**src/rtl/tosort_pkg.sv**
```systemverilog
// ----------------------------------------------------------------------------
// tosort_pkg
// Shared types, constants and the order-key function of the total-order sorter.
// ----------------------------------------------------------------------------
`default_nettype none

package tosort_pkg;

	localparam int unsigned KEY_WIDTH = 64;
	localparam logic [KEY_WIDTH-1:0] SIGN_BIT = {1'b1, {(KEY_WIDTH-1){1'b0}}};

	// key_mode codes
	localparam logic MODE_INT   = 1'b0;
	localparam logic MODE_FLOAT = 1'b1;

	// control broadcast to every cell of the chain
	typedef struct packed {
		logic load;      // shift up, new word enters cell 0
		logic unload;    // shift down, cell 0 leaves
		logic sort_en;   // compare-exchange step
		logic phase;     // parity of the left cell of each pair
		logic key_mode;
	} cell_ctrl_t;

	// unsigned-comparable key: signed int or IEEE totalOrder
	function automatic logic [KEY_WIDTH-1:0] order_key(
		input logic [KEY_WIDTH-1:0] bits,
		input logic                 mode
	);
		logic [KEY_WIDTH-1:0] k;
		if (mode == MODE_FLOAT) begin
			k = bits[KEY_WIDTH-1] ? ~bits : (bits | SIGN_BIT);
		end else begin
			k = bits ^ SIGN_BIT;
		end
		return k;
	endfunction

endpackage

`default_nettype wire

```
**src/rtl/tosort_cell.sv**
```systemverilog
// ----------------------------------------------------------------------------
// tosort_cell
// One slot of the sorting chain: shifts up on load, down on unload, and does
// an odd-even compare-exchange with its right neighbor while sorting.
// ----------------------------------------------------------------------------
`default_nettype none

module tosort_cell #(
	parameter bit ODD = 1'b0
) (
	input  wire                             clk,
	input  wire  tosort_pkg::cell_ctrl_t    ctrl,
	input  wire  [tosort_pkg::KEY_WIDTH-1:0] left_bits,
	input  wire  [tosort_pkg::KEY_WIDTH-1:0] right_bits,
	input  wire  [tosort_pkg::KEY_WIDTH-1:0] right_key,
	input  wire                             left_swap,
	input  wire                             pair_ok,
	output logic [tosort_pkg::KEY_WIDTH-1:0] bits,
	output logic [tosort_pkg::KEY_WIDTH-1:0] key,
	output logic                            swap
);
	import tosort_pkg::*;

	logic [KEY_WIDTH-1:0] bits_q;
	logic                 left_role;

	assign bits      = bits_q;
	assign key       = order_key(bits_q, ctrl.key_mode);
	assign left_role = (ODD == ctrl.phase);
	assign swap      = ctrl.sort_en && left_role && pair_ok && (key > right_key);

	always_ff @(posedge clk) begin
		if (ctrl.load) begin
			bits_q <= left_bits;
		end else if (ctrl.unload) begin
			bits_q <= right_bits;
		end else if (ctrl.sort_en) begin
			if (swap) begin
				bits_q <= right_bits;
			end else if (!left_role && left_swap) begin
				bits_q <= left_bits;
			end
		end
	end

endmodule

`default_nettype wire
```
**config.mk**
```make
export PLATFORM = sky130hd
export DESIGN_NAME = tosort_cell
export DESIGN_NICKNAME = d
export VERILOG_FILES = /design/src/rtl/tosort_pkg.sv /design/src/rtl/tosort_cell.sv
export SDC_FILE = /design/constraint.sdc
export NUM_CORES = 1
export LEC_CHECK = 0
export ABC_AREA = 1
export BUFFER_PORTS_ARGS = -buffer_cell sky130_fd_sc_hd__buf_2
export CORE_AREA = 2 2 154 126
export DETAILED_ROUTE_END_ITERATION = 12
export DIE_AREA = 0 0 156 128
export PLACE_DENSITY = 0.6
export SETUP_SLACK_MARGIN = 0.05
export SYNTH_ARGS = -nofsm -noshare
export SYNTH_HDL_FRONTEND = slang
export SYNTH_SLANG_ARGS = --single-unit
```
**constraint.sdc**
```tcl
create_clock -name clk -period 5.6 [get_ports clk]
set_clock_uncertainty 0.2 [all_clocks]
set_input_delay 0.28 -clock clk [delete_from_list [all_inputs] [get_ports clk]]
set_output_delay 0.28 -clock clk [all_outputs]
set_load 0.01 [all_outputs]
```
After elaboration in Yosys (flattened, before gate mapping)
Index checks and enable logic that the tools add are counted.
W data, S select, Z words.
- output and inout port bits: 129
- word-level logic and storage cells: 19
- bits in registers: 64
- multiplexer cells: 7
- $lt $le $gt $ge: 1
- reduce and logical (&&, ||, !) cells: 7
- bitwise logic cells: 3
- operators with widths (kind ; count):
    $mux W64 ; 7
    $gt A64 B64 Y1 ; 1
    $not A64 Y64 ; 1
    $logic_and A1 B1 Y1 ; 4
    $reduce_bool A4 Y1 ; 1
    $reduce_bool A3 Y1 ; 1
    $not A1 Y1 ; 2
    $reduce_and A2 Y1 ; 1

Logic depth before layout (Yosys ltp)
Gate-level depths: netlist (run 1).
- depth in word-level cells: 9
- gate-level depth with buffers: 22
- gate-level depth less buffers: 21

Worst setup path before layout (run 1)
No wires, ideal clock.
- path kind: register to register
- from: reg bits_q[63], in the netlist bits[63]
- to: reg bits_q[0], in the netlist bits[0] (enable)
- setup slack: 530 ps
- clock period less this slack: 5070 ps
- path buffers: 1
- cell stages (with the launch flop): 15
- required time: 4549 ps
- library setup time: 851 ps
- arrival time: 4019 ps
- cells stage by stage: edfxtp_1 > nand2_1 > clkbuf_1 > xnor2_1 > ha_1 > nand2_1 > nor4_2 > and2_1 > nand2_1 > nor2_1 > nor2_1 > nand2_2 > nand2_1 > nand2_1 > nand3_1
- RTL lines (what ; RTL line ; source):
    from (decl) ; tosort_cell.sv:24 ; logic [KEY_WIDTH-1:0] bits_q;
    from (signal assigned) ; tosort_cell.sv:34 ; bits_q <= left_bits;
    from (signal assigned) ; tosort_cell.sv:36 ; bits_q <= right_bits;
    from (signal assigned) ; tosort_cell.sv:39 ; bits_q <= right_bits;
    $mux W64 ; tosort_pkg.sv:32 ; k = bits[KEY_WIDTH-1] ? ~bits : (bits | SIGN_BIT);
    $mux W64 ; tosort_pkg.sv:31 ; if (mode == MODE_FLOAT) begin
    via key (one bit) ; tosort_cell.sv:19 ; output logic [tosort_pkg::KEY_WIDTH-1:0] key,
    $gt A64 B64 Y1 ; tosort_cell.sv:30 ; assign swap = ctrl.sort_en && left_role && pair_ok && (key > right_key);
    $logic_and A1 B1 Y1 ; tosort_cell.sv:30 ;
    $reduce_bool A4 Y1 (no line) ; n/a ;
    $reduce_and A2 Y1 (no line) ; n/a ;
The timed path passes the listed nets, and every way through them passes these cells.
A chain may end at the register's enable or synchronous reset.

Worst setup path after layout (run 1)
- from: reg bits_q[63], in the netlist bits[63]
- to: reg bits_q[30], in the netlist bits[30], data pin
- longest elaborated chain between the ends: 9
- ends and longest elaborated chain (what ; RTL line ; source):
    $not A64 Y64 ; tosort_pkg.sv:32 ;
    $mux W64 ; tosort_pkg.sv:32 ;
    $mux W64 (*) ; tosort_pkg.sv:31 ;
    $gt A64 B64 Y1 (*) ; tosort_cell.sv:30 ;
    $logic_and A1 B1 Y1 (*) ; tosort_cell.sv:30 ;
    $mux W64 (*) ; tosort_cell.sv:38 ; if (swap) begin
    $mux W64 (*) ; tosort_cell.sv:37 ; end else if (ctrl.sort_en) begin
    $mux W64 (*) ; tosort_cell.sv:35 ; end else if (ctrl.unload) begin
    $mux W64 (*) ; tosort_cell.sv:33 ; if (ctrl.load) begin
Mark *: on every way between the ends. The rest lies on a longest branch, timed or not. The select of a mux whose other input is x is not followed.

==> impl_metrics.ini, run 1 <==
[finish]
fin_cells = 1208
drive_gt1_share_pct = 38.7
synthToLayoutAreaGrowth_pct = 40.0
final_common_cell = buf_2
largest_reg_flops = 64
nets = 1235
regArea_sq_um = 1920
mostFrequentLayoutCells = buf_2, nand2_1, inv_1
antenna_cells = 0
fillCellCount = 1936
multi_input_area_sq_um = 2990

[job]
cap_violations = 0

[floorplanning]
die_w_um = 156
row_count = 45
die-area_sq_um = 20000
initial_core_util_pct = 29.3
ios = 329
core_area_sq_um = 18500
fp.dieH_um = 128

[clock_tree]
clk_pin_slew_ns = 0.06
cts_htree_levels = 3
clock_path_buffers = 2
cts_tree = yes
clock_tree.root_cell = clkbuf_16
numCtsBuffers = 9
insertion_delay_ns = 0.33
cts_sinks = 64
post_cts_buffers = 0

[sta]
period_share_pct = 84.3
setup_viol = 0
fin_ws_ns = 0.878
max_freq_mhz = 212
worst_pin_slew_ns = 1.01
slew_headroom_pct = 32.8
hold_violations = 0
rsz0062_at_grt = false
timing.hold.ws_ns = 0.0130
period_needed_ns = 4.72
setup_tns_ns = 0
drv_slew = 0

[route]
detail-route-antenna-nets = 0
drt_iter0_drc = 254
avgRoutedWirePerCell_um = 14.7
via_count = 5304
vias_per_cell = 4.39
routed_wl_um = 17700
remaining_drc_errors = 0
first_pass_iters = 4

[global_routing]
first_global_vias = 5160
grt_overflow = 0
grt_max_degree = 67
grt_pass1_wl_um = 26400
gr-usage-all-layers_pct = 17.2
antenna_found_initial = 0

[yosys]
synth-main-ff-cell = edfxtp_1
yosysWarnings = 0
syn-cell-area_sq_um = 5420
netlist_top_cells_area = edfxtp_1, ha_1, nand2_1
synth_top_area_cell = edfxtp_1
synth_top_area_share_pct = 35.5
synthCells = 638
yosysUniqueCellTypes = 27
syn_avg_cell_area_sq_um = 8.49
synth-edff-count = 64
synth_seq_cells = 64
syn_nets = 902
yosysSeqAreaShare_pct = 35.5
async_flop_share_pct = 0

[worst_hold_path]
min_path_type = primary input to register
worstHoldStart = left_bits[10]

[worst_setup_path]
required_ns = 5.48
crit_type = register to register
critPathCaptureType = register
critical_path_peak_fanout = 64
start_kind = register
cp.arrival_ns = 4.60
r2r_start = bits[63]$_DFFE_PP_
critPathLaunch = bits[63]$_DFFE_PP_

[place]
place_ws_ns = 0.857
dp_cells = 1178
place_congestion = 0.819
io_buffers = 328
dp_hpwl_um = 13800

[power]
total_power_w = 0.00183
p_leak_nw = 4.14
p_per_area_nw_per_um2 = 241
ir_drop_mv = 0.131

[run_status]
status = finished clean
==> worst max-delay path, cell delays in order (launching register included) <==
cell	delay, ns
edfxtp_1	0.44
nand2_4	0.62
buf_4	0.40
xnor2_1	0.13
ha_1	0.31
nand2_1	0.09
nor4_2	0.27
and2_1	0.19
nand2_1	0.07
clkinv_1	0.05
nand2_1	0.04
nand2_1	0.07
nand2_2	0.08
nand2_4	0.47
nand2_4	0.61
nand2_1	0.24
nand2_1	0.07
==> final cells by class <==
type                       instances  share of cell area (%)
inverter                          82                    4.07
timing repair buffer             348                    24.2
clock inverter                     4                   0.198
sequential                        64                    25.3
multi-input combinational        466                    39.4
clock buffer                       9                    2.97
tap                              235                    3.87
==> stage by stage <==
step / area, sq um / utilization (%)
2_1_floorplan: 5420 / -
3_3_place_gp: 7180 / 38.8
3_5_place_dp: 7180 / 38.8
4_1_cts: 7590 / 41.0
5_1_grt: 7590 / 41.0
6_report: 7590 / 41.0
==> synth_stat cells, types with 3 or more instances <==
library cell and number:
o21a_1 3, buf_8 3, nand4_1 4, clkbuf_1 6, edfxtp_1 64, a21oi_1 30, nand3_2 30, inv_1 81
nand3_1 38, xnor2_1 62, o21ai_0 6, buf_4 3, buf_12 4, ha_1 64, nand2_1 199, buf_2 10
nor2_1 19
==> report_power, final <==
group,leakage [nW],switching (W),total [W],internal [W]
logic,3.36,0.000403,0.000711,0.000307
clock network,0.117,0.000203,0.000488,0.000286
registers,0.666,0.0000374,0.000629,0.000592
==> path summary, 6_finish.rpt <==
path	slack (ns)	cells past startpoint	to
min reg2reg	1.61	12	bits[57]$_DFFE_PP_
max reg2reg	0.88	16	bits[30]$_DFFE_PP_
max	0.88	16	bits[30]$_DFFE_PP_
min	0.01	3	bits[10]$_DFFE_PP_
==> metal layers <==
layer / GRT usage, % / routed length (um) / vias up
li1: - / - / 2739
met1: 21.5 / 7730 / 2364
met2: 29.6 / 8690 / 177
met3: 3.82 / 1030 / 24
met4: 5.18 / 287 / 0
met5: 0 / 0 / -
==> timing repair <==
item | CTS | global route
endpoints found under the hold margin | 17 | 0
hold buffers | 17 | 0
gates resized for setup | 0 | 0
endpoints found under the setup margin | 0 | 0
==> logic make-up (layout without fill, tap and decap cells) <==
group                      Yosys count  after routing  share of synthesized area [%]
and+or+nand+nor                    298            298                           25.8
buffers and inverters              108            443                           9.74
adders and majority gates           64             64                           14.8
DFF                                 64             64                           35.5
xor gates and xnor gates            63             63                           10.2
AOI/OAI and AO/OA                   41             41                           4.02
Power figures use the tool's default switching activity.
==> run 2, diff against run 1 <==
--- a/config.mk
+++ b/config.mk
@@ -5,12 +5,12 @@
 export SDC_FILE = /design/constraint.sdc
 export NUM_CORES = 1
 export LEC_CHECK = 0
-export ABC_AREA = 1
+export ABC_AREA = 0
 export BUFFER_PORTS_ARGS = -buffer_cell sky130_fd_sc_hd__buf_2
-export CORE_AREA = 2 2 154 126
+export CORE_AREA = 2 2 170 139
 export DETAILED_ROUTE_END_ITERATION = 12
-export DIE_AREA = 0 0 156 128
-export PLACE_DENSITY = 0.6
+export DIE_AREA = 0 0 172 141
+export PLACE_DENSITY = 0.58
 export SETUP_SLACK_MARGIN = 0.05
 export SYNTH_ARGS = -nofsm -noshare
 export SYNTH_HDL_FRONTEND = slang
==> constraint.sdc (replaced) <==
create_clock -name clk -period 4.9 [get_ports clk]
set_clock_uncertainty 0.2 [all_clocks]
set_input_delay 0.245 -clock clk [delete_from_list [all_inputs] [get_ports clk]]
set_output_delay 0.245 -clock clk [all_outputs]
set_load 0.01 [all_outputs]
==> run 2 against run 1 <==
  * Global-route usage is 1.5 points higher
  * Hold slack better by 0.028 ns
  * Sequential power up 22%
  * Critical path depth decreased by 4
  * Sequential cell count unchanged
  * Area after synthesis grew 23%
  * Synthesized cell count is 17% higher
  * Wire length is 33% higher
  * Die area increased by 21%
  * Critical endpoint is now swap
  * Largest cell class unchanged
  * Largest power group unchanged
==> impl_metrics.ini, run 2 <==
[floorplanning]
ios = 329
initial_core_util_pct = 29.4
fp.dieH_um = 141
die-area_sq_um = 24300
die_w_um = 172
core_area_sq_um = 22800
row_count = 50

[yosys]
yosys.cell_count.top_type = nand2_1
synth_seq_cells = 64
synthCells = 746
synth_common_cells = nand2_1, nand3_1, inv_1, nor2b_1
synth-main-ff-cell = edfxtp_1
async_flop_share_pct = 0
synthSimpleGateAreaFrac_pct = 28.8
synthAdderAreaFrac_pct = 12.0
syn_avg_cell_area_sq_um = 8.96
yosysWarnings = 0
synth-edff-count = 64
synth_mux_area_share_pct = 0
yosysUniqueCellTypes = 40
synth_top_family_by_area = simple AND/OR/NAND/NOR gates
yosysSeqAreaShare_pct = 28.7
synth_top_area_share_pct = 28.7
synth_top_area_cell = edfxtp_1
syn-cell-area_sq_um = 6690
syn_nets = 1010
synth_compound_area_share_pct = 14.3
synth_xor_area_share_pct = 8.25
netlist_top_cells_area = edfxtp_1, ha_1, or4b_1

[sta]
drv_slew = 0
period_needed_ns = 4.30
timing.hold.ws_ns = 0.0410
hold_violations = 0
max_freq_mhz = 233
worst_pin_slew_ns = 0.979
setup_tns_ns = 0
period_share_pct = 87.7
slew_headroom_pct = 34.6
setup_viol = 0
rsz0062_at_grt = false

[worst_hold_path]
hold_end = bits[61]$_DFFE_PP_
worstHoldStart = right_bits[61]
worstHoldPathCells = 3
min_path_type = primary input to register

[run_status]
status = finished clean

[worst_setup_path]
regToRegSetupSlack_ns = 0.65
critical_path_peak_fanout = 38
r2r_start = bits[63]$_DFFE_PP_
critPathLaunch = bits[63]$_DFFE_PP_
required_ns = 4.45
critPathCaptureType = output pin
crit_path_cell_trace = nand2_4, buf_4, xnor2_1, ha_1, a211oi_1, o221ai_1, nand3_1, nand2_1, a2111oi_1, and2_4, nor2_1, buf_2
start_kind = register
crit_buf_inv = 2
cpLargestDelayFamily = simple AND/OR/NAND/NOR gates
r2r_cells = 13
cp.arrival_ns = 3.85
max_stage_delay_ns = 0.50
reg2reg_to = bits[25]$_DFFE_PP_
crit_type = register to output pin
crit_slowest_cell = and2_4

[finish]
nets = 1298
final_core_util_pct = 39.0
mostFrequentLayoutCells = buf_2, nand2_1, nand3_1
largest_reg_flops = 64
fillCellCount = 2376
drive_gt1_share_pct = 34.5
synthToLayoutAreaGrowth_pct = 32.8
final_common_cell = buf_2

[global_routing]
gr-usage-all-layers_pct = 18.7
grt_overflow = 0
grt_max_degree = 100
antenna_found_initial = 2
grt_pass1_wl_um = 35000
first_global_vias = 6452

[clock_tree]
insertion_delay_ns = 0.34
cts_htree_levels = 3
clock_path_buffers = 2
clock_tree.root_cell = clkbuf_16
numCtsBuffers = 9
post_cts_buffers = 0
ctsHoldBuffers = 0
cts_sinks = 64
cts_tree = yes
clk_pin_slew_ns = 0.05
cts.repair.resized = 0

[route]
drt_iter0_drc = 779
via_count = 7088
remaining_drc_errors = 0
first_pass_iters = 8
routed_wl_um = 23600
avgRoutedWirePerCell_um = 17.4
detail-route-antenna-nets = 0
vias_per_cell = 5.25

[power]
p_leak_nw = 4.05
p_per_area_nw_per_um2 = 294
ir_drop_mv = 0.177

[place]
dp_hpwl_um = 18100
place_congestion = 0.886
io_buffers = 328

[job]
cap_violations = 0
-- run 2: layout make-up --
type	count	area, sq um	area share, %
Timing Repair Buffer	339	1780	20.0
Tap cell	312	390	4.39
Sequential cell	64	1920	21.6
Multi-Input combinational cell	553	4260	48.0
Inverter	67	251	2.83
Clock buffer	11	233	2.62
Clock inverter	4	46.3	0.521
Antenna cell	1	2.50	0.0282
-- run 2: metrics by stage --
step | instance area (sq um) | total power [W] | worst slack, ns | cells
4_1_cts | 8880 | 0.00264 | 0.537 | 1350
5_1_grt | 8880 | 0.00281 | 0.321 | 1351
2_1_floorplan | 6700 | 0.00152 | 0.159 | 746
3_3_place_gp | 8600 | 0.00198 | 0.644 | 1335
3_5_place_dp | 8600 | 0.00199 | 0.599 | 1335
6_report | 8880 | 0.00261 | 0.601 | 1351
-- run 2: logic make-up (layout without fill, tap and decap cells) --
family | count (synthesis) | count (layout)
adder cells (fa/ha/maj) | 64 | 64
flip-flops | 64 | 64
AND/OR/NAND/NOR | 311 | 311
other | 0 | 1
XOR/XNOR | 63 | 63
AO/OA/AOI/OAI | 115 | 115
buffers and inverters | 129 | 421
-- run 2: worst reg2reg max path, stage by stage, from the launching register on --
cell and delay (ns):
edfxtp_1 0.44, nand2_4 0.30, buf_4 0.35, xnor2_1 0.19
ha_1 0.28, a211oi_1 0.33, o221ai_1 0.28, nand3_1 0.15
nand2_1 0.06, a2111oi_1 0.37, and2_4 0.50, buf_12 0.29
or4b_1 0.17, nand3_1 0.07
-- run 2: metal layers --
metal,part of all wire (%),vias to the layer above,GRT usage [%]
met5,0.038,-,0
met4,2.1,2,6.02
met3,7.6,32,4.15
met2,46,303,29.9
met1,44,3318,25.0
li1,-,3433,-
-- run 2: power by group --
part / leakage, nW / internal (W) / switching [W]
combinational: 3.28 / 0.000511 / 0.000698
sequential: 0.639 / 0.000704 / 0.0000618
clock: 0.133 / 0.000389 / 0.000245
total: 4.05 / 0.00160 / 0.00100
-- run 2: worst max path at each step --
stage / to / cells after the start
global route: swap / 12
detailed placement: bits[8]$_DFFE_PP_ / 11
global placement: bits[8]$_DFFE_PP_ / 11
floorplan: bits[0]$_DFFE_PP_ / 14
finish: swap / 12
CTS: swap / 12
